--- config.mk ---
export PLATFORM = sky130hd
export DESIGN_NAME = temperature_report_scheduler
export DESIGN_NICKNAME = d
export VERILOG_FILES = /design/src/hdl/trs_pkg.sv /design/src/hdl/trs_fifo.sv /design/src/hdl/trs_front.sv /design/src/hdl/trs_back.sv /design/src/hdl/temperature_report_scheduler.sv
export SDC_FILE = /design/constraint.sdc
export NUM_CORES = 1
export LEC_CHECK = 0
export BUFFER_PORTS_ARGS = -buffer_cell sky130_fd_sc_hd__buf_2
export CORE_MARGIN = 3
export CORE_UTILIZATION = 55
export CTS_BUF_LIST = sky130_fd_sc_hd__clkbuf_4 sky130_fd_sc_hd__clkbuf_8 sky130_fd_sc_hd__clkbuf_16
export CTS_CLUSTER_DIAMETER = 120
export CTS_CLUSTER_SIZE = 24
export DETAILED_ROUTE_END_ITERATION = 8
export GPL_TIMING_DRIVEN = 1
export PLACE_DENSITY = 0.75
export SLEW_MARGIN = 20
export SYNTH_ARGS = -nofsm -noshare
export SYNTH_HDL_FRONTEND = slang
export SYNTH_HIERARCHICAL = 1
export SYNTH_SLANG_ARGS = --single-unit
--- constraint.sdc ---
create_clock -name clk -period 6 [get_ports clk]
set_input_delay 0.3 -clock clk [delete_from_list [all_inputs] [get_ports clk]]
set_output_delay 0.3 -clock clk [all_outputs]
set_load 0.02 [all_outputs]
--- src/hdl/trs_pkg.sv ---
`timescale 1ns / 1ps
// ----------------------------------------------------------------------------
// trs_pkg: shared types and constants for the temperature report scheduler
// Word formats between the front and back parts, register indexes, cause
// codes and the fixed codes that the readings use.
// ----------------------------------------------------------------------------
package trs_pkg;

	localparam int unsigned ValW   = 16;
	localparam int unsigned MagW   = 11;
	localparam int unsigned IvW    = 16;
	localparam int unsigned CountW = 8;
	localparam int unsigned CauseW = 3;
	localparam int unsigned CfgIdxW = 3;
	localparam int unsigned CfgDataW = 16;

	// Default queue depths
	localparam int unsigned MidDepthDef = 4;
	localparam int unsigned OutDepthDef = 4;

	// Fixed codes
	localparam logic [ValW-1:0] SignMask  = 16'hE000;
	localparam logic [ValW-1:0] SuspectLo = 16'd850;
	localparam logic [ValW-1:0] ErrorLo   = 16'd4017;
	localparam logic [ValW-1:0] SuspectHi = 16'd1250;
	localparam logic [ValW-1:0] ErrorHi   = 16'd4018;

	// Register indexes
	localparam logic [CfgIdxW-1:0] RegNormalIv  = 3'd0;
	localparam logic [CfgIdxW-1:0] RegAlarmIv   = 3'd1;
	localparam logic [CfgIdxW-1:0] RegPeriod    = 3'd2;
	localparam logic [CfgIdxW-1:0] RegAlarmLim  = 3'd3;
	localparam logic [CfgIdxW-1:0] RegJumpLim   = 3'd4;

	// Cause codes
	localparam logic [CauseW-1:0] CauseHold   = 3'd0;
	localparam logic [CauseW-1:0] CauseNormal = 3'd1;
	localparam logic [CauseW-1:0] CauseAlarm  = 3'd2;
	localparam logic [CauseW-1:0] CauseFail   = 3'd3;
	localparam logic [CauseW-1:0] CauseJump   = 3'd4;

	// Configuration registers
	typedef struct packed {
		logic [IvW-1:0]  normal_iv;
		logic [IvW-1:0]  alarm_iv;
		logic [IvW-1:0]  period;
		logic [MagW-1:0] alarm_lim;
		logic [MagW-1:0] jump_lim;
	} cfg_t;

	// Classified sample, front to back
	typedef struct packed {
		logic [ValW-1:0] value;
		logic            ok;
		logic            jump;
		logic            alarm;
	} mid_t;

	// Result word
	typedef struct packed {
		logic              send;
		logic [ValW-1:0]   value;
		logic [CauseW-1:0] cause;
	} res_t;

endpackage

--- src/hdl/trs_fifo.sv ---
`timescale 1ns / 1ps
// ----------------------------------------------------------------------------
// trs_fifo: small register queue
// Holds up to DEPTH words; the head word is presented while empty is low.
// ----------------------------------------------------------------------------
module trs_fifo #(
	parameter int unsigned WIDTH = 8,
	parameter int unsigned DEPTH = 4
) (
	input  logic             clk,
	input  logic             arst_n,
	input  logic             wr_en,
	input  logic [WIDTH-1:0] wr_data,
	output logic             full,
	input  logic             rd_en,
	output logic [WIDTH-1:0] rd_data,
	output logic             empty
);

	localparam int unsigned PtrW = (DEPTH > 1) ? $clog2(DEPTH) : 1;
	localparam int unsigned CntW = $clog2(DEPTH + 1);
	localparam logic [PtrW-1:0] LastPtr = PtrW'(DEPTH - 1);
	localparam logic [CntW-1:0] FullCnt = CntW'(DEPTH);

	logic [WIDTH-1:0] mem_q [DEPTH];
	logic [PtrW-1:0]  wr_ptr_q, rd_ptr_q;
	logic [CntW-1:0]  count_q;
	logic             do_wr, do_rd;

	assign full    = (count_q == FullCnt);
	assign empty   = (count_q == '0);
	assign do_wr   = wr_en && !full;
	assign do_rd   = rd_en && !empty;
	assign rd_data = mem_q[rd_ptr_q];

	// Storage
	always_ff @(posedge clk) begin
		if (do_wr) begin
			mem_q[wr_ptr_q] <= wr_data;
		end
	end

	// Pointers and fill count
	always_ff @(posedge clk or negedge arst_n) begin
		if (!arst_n) begin
			wr_ptr_q <= '0;
			rd_ptr_q <= '0;
			count_q  <= '0;
		end else begin
			if (do_wr) begin
				wr_ptr_q <= (wr_ptr_q == LastPtr) ? '0 : wr_ptr_q + 1'b1;
			end
			if (do_rd) begin
				rd_ptr_q <= (rd_ptr_q == LastPtr) ? '0 : rd_ptr_q + 1'b1;
			end
			if (do_wr && !do_rd) begin
				count_q <= count_q + 1'b1;
			end else if (do_rd && !do_wr) begin
				count_q <= count_q - 1'b1;
			end
		end
	end

endmodule

--- src/hdl/trs_front.sv ---
`timescale 1ns / 1ps
// ----------------------------------------------------------------------------
// trs_front: sample classifier
// Median of three, code rewrite, step from the previous value, and the
// jump and alarm flags for the back part.
// ----------------------------------------------------------------------------
module trs_front import trs_pkg::*; (
	input  logic            clk,
	input  logic            arst_n,
	input  cfg_t            cfg,
	input  logic            accept,
	input  logic [ValW-1:0] reading_first,
	input  logic [ValW-1:0] reading_second,
	input  logic [ValW-1:0] reading_third,
	input  logic            read_ok,
	output mid_t            mid
);

	logic [ValW-1:0] prev_q;
	logic [ValW-1:0] lo, hi, med, value;
	logic [ValW-1:0] step;
	logic [MagW-1:0] wrap_sum;

	// Median of three
	always_comb begin
		lo = (reading_first < reading_second) ? reading_first : reading_second;
		hi = (reading_first < reading_second) ? reading_second : reading_first;
		if (reading_third <= lo) begin
			med = lo;
		end else if (reading_third >= hi) begin
			med = hi;
		end else begin
			med = reading_third;
		end
	end

	// Suspect codes become error codes
	always_comb begin
		if (med == SuspectLo) begin
			value = ErrorLo;
		end else if (med == SuspectHi) begin
			value = ErrorHi;
		end else begin
			value = med;
		end
	end

	// Step: across a sign change it is the masked sum of magnitudes
	always_comb begin
		wrap_sum = value[MagW-1:0] + prev_q[MagW-1:0];
		if (((value ^ prev_q) & SignMask) != '0) begin
			step = {{(ValW-MagW){1'b0}}, wrap_sum};
		end else if (value >= prev_q) begin
			step = value - prev_q;
		end else begin
			step = prev_q - value;
		end
	end

	always_comb begin
		mid.value = value;
		mid.ok    = read_ok;
		mid.jump  = (step >= {{(ValW-MagW){1'b0}}, cfg.jump_lim});
		mid.alarm = (value[MagW-1:0] >= cfg.alarm_lim);
	end

	// Previous value follows every accepted sample
	always_ff @(posedge clk or negedge arst_n) begin
		if (!arst_n) begin
			prev_q <= '0;
		end else if (accept) begin
			prev_q <= value;
		end
	end

endmodule

--- src/hdl/trs_back.sv ---
`timescale 1ns / 1ps
// ----------------------------------------------------------------------------
// trs_back: report decision
// Elapsed time against the selected interval, cause code and the
// saturating sample count.
// ----------------------------------------------------------------------------
module trs_back import trs_pkg::*; (
	input  logic clk,
	input  logic arst_n,
	input  cfg_t cfg,
	input  logic fire,
	input  mid_t mid,
	output res_t res
);

	localparam logic [CountW-1:0] CountOne = CountW'(1);
	localparam logic [CountW-1:0] CountMax = '1;
	localparam int unsigned       ProdW    = CountW + IvW;

	logic [CountW-1:0] count_q;
	logic [ProdW-1:0]  elapsed;
	logic [IvW-1:0]    limit;
	logic              due;

	// Elapsed time against the interval in force
	always_comb begin
		elapsed = ProdW'(count_q) * ProdW'(cfg.period);
		limit   = mid.alarm ? cfg.alarm_iv : cfg.normal_iv;
		due     = (elapsed >= ProdW'(limit));
	end

	// Cause priority: failure, jump, interval
	always_comb begin
		res.value = mid.value;
		if (!mid.ok) begin
			res.send  = 1'b1;
			res.cause = CauseFail;
		end else if (mid.jump) begin
			res.send  = 1'b1;
			res.cause = CauseJump;
		end else if (due) begin
			res.send  = 1'b1;
			res.cause = mid.alarm ? CauseAlarm : CauseNormal;
		end else begin
			res.send  = 1'b0;
			res.cause = CauseHold;
		end
	end

	// Sample count
	always_ff @(posedge clk or negedge arst_n) begin
		if (!arst_n) begin
			count_q <= CountOne;
		end else if (fire) begin
			if (res.send) begin
				count_q <= CountOne;
			end else if (count_q != CountMax) begin
				count_q <= count_q + 1'b1;
			end
		end
	end

	a_count_nonzero: assert property (@(posedge clk) disable iff (!arst_n)
		count_q != '0) else $error("sample count reached zero");

	a_send_restarts: assert property (@(posedge clk) disable iff (!arst_n)
		fire && res.send |=> count_q == CountOne)
		else $error("count not restarted after a report");

	a_hold_counts: assert property (@(posedge clk) disable iff (!arst_n)
		fire && !res.send && count_q != CountMax |=> count_q == $past(count_q) + 1'b1)
		else $error("count did not advance on hold");

	// Only a word actually taken from the middle queue carries valid fields
	a_cause_send: assert property (@(posedge clk) disable iff (!arst_n)
		fire |-> res.send == (res.cause != CauseHold))
		else $error("cause and send disagree");

endmodule

--- src/hdl/temperature_report_scheduler.sv ---
`timescale 1ns / 1ps
// ----------------------------------------------------------------------------
// temperature_report_scheduler: report decision per temperature sample
// Filters three readings, tracks the step and the time since the last
// report, and tells per sample whether and why a report is due.
// ----------------------------------------------------------------------------
// One sample is taken every clock cycle while full is low and yields one
// result word: the front writes it into the middle queue at the accepting
// edge, the back part into the result queue, where it can be popped. The
// rate is set by the back part's loop on the sample count: one multiply of
// count by period, a compare and the count update per cycle while the middle
// queue holds a word and the result queue is not full. Both queues are
// MID_DEPTH and OUT_DEPTH words deep, so either side may stall on its own;
// full is the middle queue's full flag. Write configuration only while idle.
// ----------------------------------------------------------------------------
module temperature_report_scheduler import trs_pkg::*; #(
	parameter int unsigned MID_DEPTH = MidDepthDef,
	parameter int unsigned OUT_DEPTH = OutDepthDef
) (
	input  logic                clk,
	input  logic                arst_n,
	input  logic                cfg_wr_en,
	input  logic [CfgIdxW-1:0]  cfg_index,
	input  logic [CfgDataW-1:0] cfg_data,
	input  logic                push,
	output logic                full,
	input  logic [ValW-1:0]     reading_first,
	input  logic [ValW-1:0]     reading_second,
	input  logic [ValW-1:0]     reading_third,
	input  logic                read_ok,
	input  logic                pop,
	output logic                empty,
	output logic                send_now,
	output logic [ValW-1:0]     report_value,
	output logic [CauseW-1:0]   cause
);

	cfg_t cfg_q;
	mid_t mid_in, mid_out;
	res_t res_in, res_out;
	logic in_accept, mid_empty, out_full, back_fire;

	// Configuration registers
	always_ff @(posedge clk or negedge arst_n) begin
		if (!arst_n) begin
			cfg_q.normal_iv <= IvW'(300);
			cfg_q.alarm_iv  <= IvW'(60);
			cfg_q.period    <= IvW'(60);
			cfg_q.alarm_lim <= MagW'(750);
			cfg_q.jump_lim  <= MagW'(20);
		end else if (cfg_wr_en) begin
			case (cfg_index)
				RegNormalIv: cfg_q.normal_iv <= cfg_data[IvW-1:0];
				RegAlarmIv:  cfg_q.alarm_iv  <= cfg_data[IvW-1:0];
				RegPeriod:   cfg_q.period    <= cfg_data[IvW-1:0];
				RegAlarmLim: cfg_q.alarm_lim <= cfg_data[MagW-1:0];
				RegJumpLim:  cfg_q.jump_lim  <= cfg_data[MagW-1:0];
				default: begin
				end
			endcase
		end
	end

	assign in_accept = push && !full;
	assign back_fire = !mid_empty && !out_full;

	// Front: classify
	trs_front u_front (
		.clk            (clk),
		.arst_n         (arst_n),
		.cfg            (cfg_q),
		.accept         (in_accept),
		.reading_first  (reading_first),
		.reading_second (reading_second),
		.reading_third  (reading_third),
		.read_ok        (read_ok),
		.mid            (mid_in)
	);

	// Queue between front and back
	trs_fifo #(
		.WIDTH ($bits(mid_t)),
		.DEPTH (MID_DEPTH)
	) u_mid_fifo (
		.clk     (clk),
		.arst_n  (arst_n),
		.wr_en   (in_accept),
		.wr_data (mid_in),
		.full    (full),
		.rd_en   (back_fire),
		.rd_data (mid_out),
		.empty   (mid_empty)
	);

	// Back: decide
	trs_back u_back (
		.clk    (clk),
		.arst_n (arst_n),
		.cfg    (cfg_q),
		.fire   (back_fire),
		.mid    (mid_out),
		.res    (res_in)
	);

	// Result queue
	trs_fifo #(
		.WIDTH ($bits(res_t)),
		.DEPTH (OUT_DEPTH)
	) u_out_fifo (
		.clk     (clk),
		.arst_n  (arst_n),
		.wr_en   (back_fire),
		.wr_data (res_in),
		.full    (out_full),
		.rd_en   (pop),
		.rd_data (res_out),
		.empty   (empty)
	);

	assign send_now     = res_out.send;
	assign report_value = res_out.value;
	assign cause        = res_out.cause;

endmodule

==> flow_metrics.env <==
export IMPL_fp_dieH_um=195
export IMPL_min_path_type="input port to flip-flop"
export IMPL_crit_required_ps=6250
export IMPL_setup_slack_ps=-2490
export IMPL_syn_to_final_growth_pct=24.1
export IMPL_power_density_nw_per_um2=459
export IMPL_syn_nets=2057
export IMPL_initial_core_util_pct=56.3
export IMPL_cpMostUsedCell="buf_12"
export IMPL_track_usage_pct=26.4
export IMPL_cts_clk_slew_worst_paths_ps=90
export IMPL_post_place_cells=2448
export IMPL_vias_per_cell=5.84
export IMPL_p_leak_nw=10.9
export IMPL_grt_first_pass_wirelength_um=81700
export IMPL_start_kind="input port"
export IMPL_die_x_um=195
export IMPL_dp_slack_ps=-3210
export IMPL_ys_types=92
export IMPL_diodes=0
export IMPL_ir_drop_mv=0.397
export IMPL_crit_slowest_cell="or4_4"
export IMPL_drive_gt1_share_pct=36.7
export IMPL_failed_checks="negative setup slack"
export IMPL_wire_per_inst_um=19.7
export IMPL_layout_common_cells="305 x buf_4, 163 x inv_1, 163 x ha_1, 156 x edfxtp_1, 114 x and2_1"
export IMPL_grt_setup_unrepaired="true"
export IMPL_fin_crit_ps=8490
export IMPL_synth_edf_count=156
export IMPL_run_status="complete, but fails checks"
export IMPL_grt_max_degree=71
export IMPL_drc=0
export IMPL_worstSetupPathType="input port to flip-flop"
export IMPL_skew_ps=27.4
export IMPL_clk_path_buf_depth=3
export IMPL_fin_setup_tns_ps=-20500
export IMPL_cp_max_fo=8
export IMPL_ys_flop_type="edfxtp_1"
export IMPL_crit_family="compound AO/OA/AOI/OAI gates"
export IMPL_drt_iter0_drc=957
export IMPL_clk_latency_ps=520
export IMPL_drtAntennaViolNets=0
export IMPL_crit_buf_inv=10
export IMPL_fillers=2380
export IMPL_ys_async_sr_fraction_pct=40.9
export IMPL_max_stage_delay_ps=530
export IMPL_fin_nets=2419
export IMPL_gp_congestion=0.938
export IMPL_seqCellArea_um2=7420
export IMPL_core_area_um2=34800
export IMPL_cts_buffers=16
export IMPL_worst_pin_slew_ps=1070
export IMPL_timing_fmax_mhz=118
export IMPL_h_tree_depth=1
export IMPL_slew_viol_final=0
export IMPL_relSlewSlack_pct=28.4
export IMPL_end_kind="flip-flop"
export IMPL_portBuffers=94
export IMPL_final_common_cell="buf_4"
export IMPL_finalCritPeriodShare_pct=141
export IMPL_antenna_found_initial=1
export IMPL_grt_pass1_vias=15500
export IMPL_worst_ep_arrival_time_ps=8740
export IMPL_cts_tree="yes"
export IMPL_grt_overflow_total=0
export IMPL_synth_seq_cells=264
export IMPL_dp_hpwl_um=36700
export IMPL_finalNonFillerCells=2539
export IMPL_dieArea_um2=37900
export IMPL_cts_root_buf="clkbuf_16"
export IMPL_setup_viol=28
export IMPL_ys_seq_area_share_pct=37.8
export IMPL_synthCells=1712
export IMPL_vias=14800
export IMPL_syn_cell_area_um2=19600
export IMPL_boundaryPins=95
export IMPL_cap_violations=0
export IMPL_wl_um=50100
export IMPL_clkSinkCount=264
export IMPL_yosys_warnings=6
export IMPL_firstDrtPassIters=5
export IMPL_syn_avg_cell_area_um2=11.4
export IMPL_rows=68
export IMPL_hold_viol_final=0
export IMPL_multi_input_area_um2=11800
worst paths after layout:
path	endpoint	slack, ps	start	cells past startpoint
worst max-delay path	u_mid_fifo/mem_q[2][1]	-2490	reading_second[1]	45
worst min-delay path	u_mid_fifo/mem_q[3][2]	20	read_ok	1
worst max register to register	u_back/count_q[4]	-460	cfg_q[26]	23
worst min register to register	cfg_q[38]	510	cfg_q[38]	1
max in group asynchronous	u_front/prev_q[7]	4350	arst_n	3
min in group asynchronous	cfg_q[23]	300	arst_n	2
layer usage:
metal  vias up  part of all wire, %  GRT usage (%)
met4         2                  2.9           7.18
met5         -                0.026              0
met3        99                  5.2           2.88
met2       498                   47           43.6
met1      7395                   45           37.6
li1       6823                    -              -
report_power, final:
part	switching (mW)	internal (mW)
Combinational	3.60	3.24
Clock	0.638	0.581
Sequential	0.326	2.79
Total	4.56	6.60
area by class of cell:
class                      instances  area share [%]
sequential                       264            30.5
clock inverter                     4           0.257
tap                              455            2.34
inverter                         181            2.92
multi-input combinational       1188            48.7
timing repair buffer             423            13.3
clock buffer                      24            1.96
sequential cells by signal, indices dropped and copies added, names as in the netlist, 3 cells and up:
name and flops:
u_front/prev_q 16, cfg_q 70, u_mid_fifo/mem_q 76, u_back/count_q 8, u_out_fifo/mem_q 80, u_mid_fifo/count_q 3
u_out_fifo/count_q 3
synthesized netlist by cell type, drive strengths merged, types with 20 or more instances:
| cell | count | share of area (%) |
|---|---|---|
| a21o | 32 | 1.3 |
| a21oi | 100 | 2.7 |
| and2 | 122 | 3.9 |
| buf | 42 | 1.6 |
| clkbuf | 40 | 0.77 |
| dfrtp | 86 | 11 |
| dfstp | 22 | 2.9 |
| edfxtp | 156 | 24 |
| fa | 89 | 9.1 |
| ha | 183 | 12 |
| inv | 181 | 3.5 |
| mux2 | 84 | 4.9 |
| mux2i | 43 | 2.3 |
| mux4 | 39 | 4.5 |
| nand2 | 82 | 1.6 |
| nand2b | 21 | 0.67 |
| nand3 | 25 | 0.66 |
| nor2 | 69 | 1.4 |
| nor3 | 20 | 0.51 |
| o21ai | 51 | 1.3 |
cells by family after synthesis:
family          Yosys count  synth area share, %
flops                   264                 37.8
xor+xnor                 30                 1.34
compound gates          302                 10.7
simple gates            415                 11.8
buf+inv                 263                 5.81
mux                     166                 11.7
fa+ha+maj               272                 20.8
metrics by stage:
stage	total power [mW]	instance area (µm²)	hold slack (ps)	util, %
finish	11.2	24300	21.2	69.9
global route	11.9	24300	22.3	69.9
CTS	10.9	24100	9.44	69.2
detailed placement	9.16	22500	315	64.8
global placement	8.94	22500	302	64.8
floorplan	7.11	20000	4.41	-
timing repair:
item                                   in CTS  in global routing
cloned                                      4                  1
endpoints found under the hold margin      33                  0
hold buffers                                1                  0
gates resized for setup                   123                 32
setup endpoints to repair                  28                 28
pin swaps                                  80                 46
buffers inserted                           45                 14
Note: power is estimated with default switching activity, not from simulation.
